$ cat src/rtl/core/nfae_pkg.sv
// Shared types and constants of the epsilon-NFA acceptor.
`timescale 1ns / 1ps
package nfae_pkg;

    localparam int MODE_W     = 2;
    localparam int STATE_W    = 4;
    localparam int SYM_W      = 5;
    localparam int CFG_IDX_W  = 1;
    localparam int CFG_DATA_W = 16;
    localparam int FINAL_W    = 16;

    typedef logic [MODE_W-1:0]    t_mode;
    typedef logic [CFG_IDX_W-1:0] t_cfg_idx;

    localparam t_mode MODE_LOAD   = 2'd0;
    localparam t_mode MODE_SYMBOL = 2'd1;
    localparam t_mode MODE_END    = 2'd2;

    localparam t_cfg_idx CFG_START_STATE  = 1'd0;
    localparam t_cfg_idx CFG_FINAL_STATES = 1'd1;

    typedef enum logic [2:0] {
        ST_CLEAR,
        ST_IDLE,
        ST_LOAD_WR,
        ST_SWEEP,
        ST_REPORT
    } t_state;

    typedef enum logic {
        PH_MOVE,
        PH_CLOSE
    } t_phase;

    typedef struct packed {
        logic [STATE_W-1:0] start_state;
        logic [FINAL_W-1:0] final_states;
    } t_cfg;

    typedef struct packed {
        logic valid;
        logic accepted;
    } t_result;

endpackage

$ cat src/rtl/core/nfae_item_if.sv
// Input channel of the acceptor: transition loads, symbols and end marks.
`timescale 1ns / 1ps
interface nfae_item_if import nfae_pkg::*;
();
    logic               valid;
    logic               ready;
    logic [MODE_W-1:0]  mode;
    logic [STATE_W-1:0] from_state;
    logic [SYM_W-1:0]   symbol;
    logic [STATE_W-1:0] to_state;

    modport source (output valid, mode, from_state, symbol, to_state, input ready);
    modport sink   (input valid, mode, from_state, symbol, to_state, output ready);
endinterface

$ cat src/rtl/core/nfae_ctrl.sv
// Sequencer: clears the row memory, loads transitions, moves and closes the active set.
`timescale 1ns / 1ps
module nfae_ctrl import nfae_pkg::*; #(
    parameter int NUM_STATES  = 16,
    parameter int NUM_SYMBOLS = 27,
    parameter int DEPTH       = NUM_STATES * NUM_SYMBOLS,
    parameter int AW          = $clog2(DEPTH)
) (
    input  logic                  i_clk,
    input  logic                  i_rst_n,
    nfae_item_if.sink             i_item,
    input  t_cfg                  i_cfg,
    output t_result               o_res,
    input  logic                  i_res_ready,
    output logic                  o_ram_we,
    output logic [AW-1:0]         o_ram_waddr,
    output logic [NUM_STATES-1:0] o_ram_wdata,
    output logic [AW-1:0]         o_ram_raddr,
    input  logic [NUM_STATES-1:0] i_ram_rdata
);

    localparam int SW     = $clog2(NUM_STATES);
    localparam int LAMBDA = NUM_SYMBOLS - 1;

    t_state                r_state,    n_state;
    t_phase                r_phase,    n_phase;
    logic [AW-1:0]         r_clr_addr, n_clr_addr;
    logic                  r_fresh,    n_fresh;
    logic [NUM_STATES-1:0] r_set,      n_set;
    logic                  r_rdv,      n_rdv;
    logic [NUM_STATES-1:0] r_acc,      n_acc;
    logic [NUM_STATES-1:0] r_pend,     n_pend;
    logic [NUM_STATES-1:0] r_done,     n_done;
    logic [AW-1:0]         r_addr,     n_addr;
    logic [STATE_W-1:0]    r_to,       n_to;
    logic [SYM_W-1:0]      r_sym,      n_sym;
    logic                  r_mode_end, n_mode_end;
    logic                  r_move_nxt, n_move_nxt;

    logic [NUM_STATES-1:0] merged;
    logic [NUM_STATES-1:0] pend;
    logic [SW-1:0]         pick;
    logic                  any_pend;
    logic [NUM_STATES-1:0] seed;
    logic [NUM_STATES-1:0] final_mask;
    logic [AW-1:0]         load_addr;
    logic [AW-1:0]         sweep_addr;
    logic                  load_ok;
    logic                  move_ok;

    always_ff @(posedge i_clk) begin
        if (!i_rst_n) begin
            r_state    <= ST_CLEAR;
            r_clr_addr <= '0;
            r_fresh    <= 1'b1;
            r_set      <= '0;
            r_rdv      <= 1'b0;
        end else begin
            r_state    <= n_state;
            r_clr_addr <= n_clr_addr;
            r_fresh    <= n_fresh;
            r_set      <= n_set;
            r_rdv      <= n_rdv;
        end
    end

    always_ff @(posedge i_clk) begin
        r_phase    <= n_phase;
        r_acc      <= n_acc;
        r_pend     <= n_pend;
        r_done     <= n_done;
        r_addr     <= n_addr;
        r_to       <= n_to;
        r_sym      <= n_sym;
        r_mode_end <= n_mode_end;
        r_move_nxt <= n_move_nxt;
    end

    // Row data of the read issued last cycle joins the collected set here.
    assign merged = r_acc | (r_rdv ? i_ram_rdata : '0);
    assign pend   = (r_phase == PH_CLOSE) ? (merged & ~r_done) : r_pend;
    assign any_pend = |pend;

    always_comb begin
        pick = '0;
        for (int i = NUM_STATES - 1; i >= 0; i--) begin
            if (pend[i]) begin
                pick = SW'(i);
            end
        end
    end

    always_comb begin
        for (int i = 0; i < NUM_STATES; i++) begin
            final_mask[i] = (i < FINAL_W) ? i_cfg.final_states[i % FINAL_W] : 1'b0;
        end
    end

    assign seed = (int'(i_cfg.start_state) < NUM_STATES)
                ? (NUM_STATES'(1) << i_cfg.start_state) : '0;

    assign load_addr  = AW'(int'(i_item.from_state) * NUM_SYMBOLS + int'(i_item.symbol));
    assign sweep_addr = AW'(int'(pick) * NUM_SYMBOLS
                          + ((r_phase == PH_CLOSE) ? LAMBDA : int'(r_sym)));

    assign load_ok = (int'(i_item.from_state) < NUM_STATES)
                  && (int'(i_item.to_state) < NUM_STATES)
                  && (int'(i_item.symbol) < NUM_SYMBOLS);
    assign move_ok = (i_item.mode == MODE_SYMBOL) && (int'(i_item.symbol) < LAMBDA);

    always_comb begin
        n_state     = r_state;
        n_phase     = r_phase;
        n_clr_addr  = r_clr_addr;
        n_fresh     = r_fresh;
        n_set       = r_set;
        n_rdv       = r_rdv;
        n_acc       = r_acc;
        n_pend      = r_pend;
        n_done      = r_done;
        n_addr      = r_addr;
        n_to        = r_to;
        n_sym       = r_sym;
        n_mode_end  = r_mode_end;
        n_move_nxt  = r_move_nxt;
        i_item.ready = 1'b0;
        o_res       = '0;
        o_ram_we    = 1'b0;
        o_ram_waddr = r_addr;
        o_ram_wdata = '0;
        o_ram_raddr = '0;

        case (r_state)
            ST_CLEAR: begin
                o_ram_we    = 1'b1;
                o_ram_waddr = r_clr_addr;
                if (r_clr_addr == AW'(DEPTH - 1)) begin
                    n_state = ST_IDLE;
                end else begin
                    n_clr_addr = r_clr_addr + AW'(1);
                end
            end
            ST_IDLE: begin
                i_item.ready = 1'b1;
                o_ram_raddr  = load_addr;
                if (i_item.valid) begin
                    case (i_item.mode)
                        MODE_LOAD: begin
                            if (load_ok) begin
                                n_addr  = load_addr;
                                n_to    = i_item.to_state;
                                n_state = ST_LOAD_WR;
                            end
                        end
                        MODE_SYMBOL, MODE_END: begin
                            n_mode_end = (i_item.mode == MODE_END);
                            n_sym      = i_item.symbol;
                            n_rdv      = 1'b0;
                            if (r_fresh) begin
                                // close the start state first, then move if asked
                                n_fresh    = 1'b0;
                                n_phase    = PH_CLOSE;
                                n_acc      = seed;
                                n_done     = '0;
                                n_move_nxt = move_ok;
                                n_state    = ST_SWEEP;
                            end else if (move_ok) begin
                                n_phase    = PH_MOVE;
                                n_pend     = r_set;
                                n_acc      = '0;
                                n_move_nxt = 1'b0;
                                n_state    = ST_SWEEP;
                            end else if (i_item.mode == MODE_END) begin
                                n_state = ST_REPORT;
                            end
                        end
                        default: ;
                    endcase
                end
            end
            ST_LOAD_WR: begin
                o_ram_we    = 1'b1;
                o_ram_waddr = r_addr;
                o_ram_wdata = i_ram_rdata | (NUM_STATES'(1) << r_to);
                n_state     = ST_IDLE;
            end
            ST_SWEEP: begin
                o_ram_raddr = sweep_addr;
                n_acc       = merged;
                if (any_pend) begin
                    n_rdv = 1'b1;
                    if (r_phase == PH_MOVE) begin
                        n_pend[pick] = 1'b0;
                    end else begin
                        n_done[pick] = 1'b1;
                    end
                end else begin
                    n_rdv = 1'b0;
                    if (r_phase == PH_MOVE) begin
                        n_phase = PH_CLOSE;
                        n_done  = '0;
                    end else begin
                        n_set = merged;
                        if (r_move_nxt) begin
                            n_move_nxt = 1'b0;
                            n_phase    = PH_MOVE;
                            n_pend     = merged;
                            n_acc      = '0;
                        end else if (r_mode_end) begin
                            n_state = ST_REPORT;
                        end else begin
                            n_state = ST_IDLE;
                        end
                    end
                end
            end
            ST_REPORT: begin
                o_res.valid    = 1'b1;
                o_res.accepted = |(r_set & final_mask);
                if (i_res_ready) begin
                    n_fresh = 1'b1;
                    n_state = ST_IDLE;
                end
            end
            default: begin
                n_state = ST_IDLE;
            end
        endcase
    end

endmodule

$ cat src/flat_wrapper.sv
// flat-port wrapper written by rule: the top's interface ports become plain ports
module nfae_ctrl_flat import nfae_pkg::*;
#(
    parameter int NUM_STATES  = 16,
    parameter int NUM_SYMBOLS = 27,
    parameter int DEPTH       = NUM_STATES * NUM_SYMBOLS,
    parameter int AW          = $clog2(DEPTH)
)
  (i_clk, i_rst_n, i_cfg, o_res, i_res_ready, o_ram_we, o_ram_waddr, o_ram_wdata, o_ram_raddr, i_ram_rdata, i_item_valid, i_item_mode, i_item_from_state, i_item_symbol, i_item_to_state, i_item_ready);
  nfae_item_if i_item_i ();
  input  logic i_clk;
  input  logic i_rst_n;
  input  t_cfg i_cfg;
  output t_result o_res;
  input  logic i_res_ready;
  output logic o_ram_we;
  output logic [AW-1:0] o_ram_waddr;
  output logic [NUM_STATES-1:0] o_ram_wdata;
  output logic [AW-1:0] o_ram_raddr;
  input  logic [NUM_STATES-1:0] i_ram_rdata;
  input wire logic [$bits(i_item_i.valid)-1:0] i_item_valid;
  input wire logic [$bits(i_item_i.mode)-1:0] i_item_mode;
  input wire logic [$bits(i_item_i.from_state)-1:0] i_item_from_state;
  input wire logic [$bits(i_item_i.symbol)-1:0] i_item_symbol;
  input wire logic [$bits(i_item_i.to_state)-1:0] i_item_to_state;
  output wire logic [$bits(i_item_i.ready)-1:0] i_item_ready;
  assign i_item_i.valid = i_item_valid;
  assign i_item_i.mode = i_item_mode;
  assign i_item_i.from_state = i_item_from_state;
  assign i_item_i.symbol = i_item_symbol;
  assign i_item_i.to_state = i_item_to_state;
  assign i_item_ready = i_item_i.ready;
  nfae_ctrl #(.NUM_STATES(NUM_STATES), .NUM_SYMBOLS(NUM_SYMBOLS), .DEPTH(DEPTH), .AW(AW)) u_core (.i_clk(i_clk), .i_rst_n(i_rst_n), .i_item(i_item_i), .i_cfg(i_cfg), .o_res(o_res), .i_res_ready(i_res_ready), .o_ram_we(o_ram_we), .o_ram_waddr(o_ram_waddr), .o_ram_wdata(o_ram_wdata), .o_ram_raddr(o_ram_raddr), .i_ram_rdata(i_ram_rdata));
endmodule
$ cat config.mk
export PLATFORM = sky130hd
export DESIGN_NAME = nfae_ctrl_flat
export DESIGN_NICKNAME = d
export VERILOG_FILES = /design/src/rtl/core/nfae_pkg.sv /design/src/rtl/core/nfae_item_if.sv /design/src/rtl/core/nfae_ctrl.sv /design/src/flat_wrapper.sv
export SDC_FILE = /design/constraint.sdc
export NUM_CORES = 1
export LEC_CHECK = 0
export BUFFER_PORTS_ARGS = -buffer_cell sky130_fd_sc_hd__buf_2
export CORE_MARGIN = 2
export CORE_UTILIZATION = 35
export CTS_BUF_LIST = sky130_fd_sc_hd__clkbuf_8
export CTS_CLUSTER_SIZE = 30
export DETAILED_ROUTE_END_ITERATION = 6
export GPL_TIMING_DRIVEN = 0
export PLACE_DENSITY_LB_ADDON = 0.25
export SLEW_MARGIN = 20
export SYNTH_ARGS = -nofsm -noshare
export SYNTH_HDL_FRONTEND = slang
export SYNTH_SLANG_ARGS = --single-unit
export TNS_END_PERCENT = 5
$ cat constraint.sdc
create_clock -name i_clk -period 29.4 [get_ports i_clk]
set_clock_uncertainty 0.1 [all_clocks]
set_input_delay 8.82 -clock i_clk [delete_from_list [all_inputs] [get_ports i_clk]]
set_output_delay 8.82 -clock i_clk [all_outputs]
set_load 0.01 [all_outputs]
# Word-level counts from Yosys, hierarchy flattened
# Cells that the tools add are included.
# Widths: inputs -> output; s select.
[word_totals]
regBits = 99
latchBits = 0
ramBits = 0
mem_bits_ro = 0
in_bits = 55
n_memories = 0
[op_classes]
add_sub_neg = 3
multipliers = 2
div_mod_pow = 0
order_cmp = 4
n_eq_ne = 26
shifts = 2
muxes = 84
bitwise_logic = 10
n_reduce_logical = 22
[ops]
columns = ["operator", "count"]
rows = [
  ["$mux 16", 24],
  ["$pmux 16 s2", 3],
  ["$mux 4", 16],
  ["$and 16x16->16", 3],
  ["$or 16x16->16", 3],
  ["$mux 3", 11],
  ["$not 16->16", 2],
  ["$reduce_or 16->1", 2],
  ["$shl 1x4->16 const A", 2],
  ["$mux 1", 19],
  ["$mul 4x5->9 const B", 2],
  ["$pmux 9 s2", 1],
  ["$pmux 3 s4", 1],
  ["$reduce_and 4->1", 3],
  ["$reduce_and 6->1", 2],
  ["$lt 5x5->1 const B", 2],
  ["$ne 2x1->1 const B", 5],
  ["$ne 2x2->1 const B", 5],
  ["$add 9x1->9 const B", 1],
  ["$add 9x6->9", 1],
  ["$add 9x9->9", 1],
  ["$eq 9x9->1 const B", 1],
  ["$mux 9", 1],
  ["$ne 3x1->1 const B", 3],
  ["26 further kinds", 39],
]

# Logic depth before layout (Yosys ltp)
[logic_depth]
depth_word = 29
mapped_depth = 20
ltp_nobuf = 18

# Worst setup path before layout
# OpenSTA, ideal clock, no wires.
[synth_timing]
kind = "input to output"
startpoint = "in i_ram_rdata[9]"
endpoint = "out o_ram_raddr[8]"
arrival_time_ns = 12.766
required_time_ns = 20.480
setup_slack_ns = 7.714
stages = 16
cell_sequence = "a21oi_1 -> o31a_1 -> or4b_1 -> o21ai_0 -> inv_1 -> ha_1 -> fa_1 -> inv_1 -> fa_1 -> inv_1 -> ha_1 -> o21ai_0 -> o21ai_0 -> a21oi_1 -> nor3b_1 -> a211oi_1"
[synth_between]
elab_chain_len = 17
[synth_rtl]
columns = ["item", "line", "rtl"]
rows = [
  ["from (decl)", "flat_wrapper.sv:20", "input logic [NUM_STATES-1:0] i_ram_rdata;"],
  ["$mux 16", "nfae_ctrl.sv:80", "assign merged = r_acc | (r_rdv ? i_ram_rdata : '0);"],
  ["$or 16x16->16", "nfae_ctrl.sv:80", ""],
  ["$and 16x16->16", "nfae_ctrl.sv:81", "assign pend = (r_phase == PH_CLOSE) ? (merged & ~r_done) : r_pend;"],
  ["$mux 16", "nfae_ctrl.sv:81", ""],
  ["$mux 4 (10 in a row)", "nfae_ctrl.sv:87", "if (pend[i]) begin"],
  ["$mul 4x5->9", "nfae_ctrl.sv:103", "assign sweep_addr = AW'(int'(pick) * NUM_SYMBOLS"],
  ["$add 9x9->9", "nfae_ctrl.sv:104", "+ ((r_phase == PH_CLOSE) ? LAMBDA : int'(r_sym)));"],
  ["$pmux 9 s2", "nfae_ctrl.sv:133", "case (r_state)"],
  ["to (decl)", "flat_wrapper.sv:19", "output logic [AW-1:0] o_ram_raddr;"],
]
# No other way between the ends.

# Final worst setup path
[layout_timing]
startpoint = "in i_ram_rdata[8]"
endpoint = "out o_ram_raddr[8]"
[layout_between]
elab_chain_len = 16
[layout_rtl]
columns = ["item", "line"]
rows = [
  ["$mux 16", "nfae_ctrl.sv:80"],
  ["$or 16x16->16", "nfae_ctrl.sv:80"],
  ["$and 16x16->16", "nfae_ctrl.sv:81"],
  ["$mux 16", "nfae_ctrl.sv:81"],
  ["$mux 4 (9 in a row)", "nfae_ctrl.sv:87"],
  ["$mul 4x5->9", "nfae_ctrl.sv:103"],
  ["$add 9x9->9", "nfae_ctrl.sv:104"],
  ["$pmux 9 s2", "nfae_ctrl.sv:133"],
]
# No other way between the ends.

==> impl_metrics.toml <==
[critical_path]
crit_path_end_kind = "primary output"
crit_required_ns = 20.48
crit_arrival_ns = 13.55
reg2reg_depth = 14
startpoint_type = "input port"
crit_type = "in2out"
critical_path_peak_fanout = 5

[cts]
cts.sinks = 99
clk_pin_slew_worst_paths_ns = 0.10
hold_buffers = 0
clock_path_buffers = 2
cts_tree = "yes"
post-cts-setup-buffer-count = 0
cts_resized = 0
insertion_delay_ns = 0.39
cts-buffers-inserted = 9
htreeDepth = 3
cts-root-buf = "clkbuf_8"

[synthesis]
ys.flop_type = "edfxtp_1"
syn_avg_cell_area_sq_um = 9.37
syn_area_sq_mm = 0.00674
ys_warn_count = 0
yosys.cell_types.count = 63
postSynthCellCount = 719
synth-seq-cells = 99
synth_edf_count = 69
synth_nets = 835
synthArstFlopShare_pct = 0
yosysSeqAreaShare_pct = 39.7

[run]
maxCapViolCount = 0

[sta]
setup_violations = 0
final.setup.worst_slack_ns = 6.93
rsz0062_at_grt = "no"
report.final.slew_viol_count = 0
setup_tns_ns = 0
post-route-period-util_pct = 76.4
fmax_ghz = 0.0445
report.final.hold_viol_count = 0
layout_min_cycle_time_ns = 22.47
worst_pin_slew_ns = 0.739
relSlewSlack_pct = 49.9

[grt]
met3_usage_pct = 2.38
grt_busiest_layer = "met2"
grt_overflow = 0
grt_util_met1_pct = 24.4
grt_pass1_vias = 5412
antenna_found_initial = 0
grt_use_total_pct = 18.4
grt_pass1_wl_um = 29000
grt_use_met2_pct = 31.6
grt_max_degree = 18

[pwr]
clockPowerShare_pct = 22.6
p_per_area_mw_per_mm2 = 49.2
ir_drop_uv = 16.6
p_total_uw = 379
p_switching_uw = 134
p_comb_share_pct = 34.6
intPower_uw = 245
switching_share_pct = 35.3
seqPwrFrac_pct = 42.8
p_leak_nw = 3.40

[detailed_routing]
vias = 5663
final_antenna_net_count = 0
route.detailed.drc = 0
routedWlPerCell_um = 17.2
drtIter0Drc = 368
avgViaCountPerCell = 5.32
drt-pass1-iter-count = 5
drt-total-wl_um = 18300

[place]
dp_hpwl_um = 14500
io_buffers = 92
place_ws_ns = 6.94
dpl-instance-area_sq_mm = 0.00752
gp_congestion = 0.826

[layout]
diodes = 0
design_area_sq_mm = 0.00770
final_cell_mix = "102 x buf_2, 89 x nor2_1, 69 x edfxtp_1, 51 x a21oi_1, 51 x ha_1"
nets = 941
final_layout_size_suffix_gt1_share_pct = 17.2
area_growth_pct = 14.4
layout_commonest_cell = "buf_2"

[status]
status = "finished clean"

[floorplan]
rows = 50
io_pins = 93
core-area_sq_mm = 0.0188
start_util_pct = 35.9
die_area_sq_mm = 0.0204
die_y_um = 143
die_x_um = 143

[worst_hold_path]
hold_class = "reg2reg"
worstHoldPathCells = 2
## registers in the layout, summed over array words and instances (netlist names)
signal	count
u_core.r_acc	16
u_core.r_done	16
u_core.r_pend	16
u_core.r_set	16
u_core.r_addr	9
u_core.r_clr_addr	9
u_core.r_sym	5
u_core.r_to	4
u_core.r_state	3
u_core.r_fresh	1
u_core.r_mode_end	1
u_core.r_move_nxt	1
u_core.r_phase	1
u_core.r_rdv	1
## area by class of cell
cell class | instances | area [sq um]
fillers | 1888 | 11100
multi-input cells | 537 | 3740
flip-flops and latches | 99 | 2670
repair buffers | 95 | 484
well taps | 234 | 293
inverters | 45 | 169
plain buffers | 38 | 161
clock buffers | 10 | 138
clock inverters | 6 | 43.8
## power groups by stage
stage	Combinational [mW]	Sequential [mW]	Clock, mW
after floorplan	0.0927	0.163	0
after global routing	0.148	0.163	0.0931
after global placement	0.131	0.165	0
after detailed placement	0.132	0.165	0
final	0.131	0.162	0.0856
after CTS	0.133	0.162	0.0882
## cell families (layout without fill, tap and decap cells)
group	after synthesis	after routing	share of synthesized area, %
muxes	15	15	2.40
AOI/OAI and AO/OA	188	188	19.8
xor gates and xnor gates	18	18	2.34
and+or+nand+nor	255	255	18.4
adders and majority gates	61	61	12.4
buffers and inverters	83	194	4.90
DFF	99	99	39.7
## cell usage after synthesis (all sizes together) (11+ instances only)
master  number  area, sq um
o21ai       16         80.1
a221o       16          160
clkbuf      20         75.1
dfxtp       30          601
nor2        89          334
o31a        14          123
buf         18         86.3
ha          51          638
xnor2       14          123
edfxtp      69         2070
nand2       47          176
nand3       40          200
inv         44          165
o22ai       19          119
a21oi       54          278
a31oi       11         68.8
o211a       17          170
nor2b       13         81.3
nand2b      24          150
## worst max-delay path, stage by stage
cell and delay, ns:
buf_2 0.11, a21oi_1 0.44, o31ai_1 0.17, or4b_1 0.59
o21ai_0 0.37, inv_1 0.19, ha_1 0.35, fa_1 0.54
inv_1 0.06, fa_1 0.54, inv_1 0.04, ha_1 0.33
o21ai_0 0.22, o21ai_0 0.13, a21oi_1 0.15, nor3b_1 0.08
a211oi_1 0.23, buf_2 0.19
## routing by layer
metal  wire (um)  vias up  share of wire, %
met2        8780      137                48
met3         712       13               3.9
met4         199        0               1.1
met1        8580     2669                47
met5           0        -                 0
li1            -     2844                 -
## per-stage QoR
step | util, % | hold WS, ns | instances
global placement | 39.9 | 0.400 | 1045
global route | 41.1 | 0.462 | 1064
CTS | 41.1 | 0.423 | 1064
floorplan | - | 0.369 | 719
detailed placement | 40.1 | 0.406 | 1048
finish | 41.1 | 0.432 | 1064
## final timing paths
kind / start / end / slack, ns
setup / recovery: i_ram_rdata[8] / o_ram_raddr[8] / 6.93
hold / removal: u_core.r_clr_addr[8] / u_core.r_clr_addr[8] / 0.43
setup reg to reg: u_core.r_rdv / u_core.r_pend[15] / 25.44
hold reg to reg: u_core.r_clr_addr[8] / u_core.r_clr_addr[8] / 0.43
No activity file was read; power rests on OpenSTA's default activity.
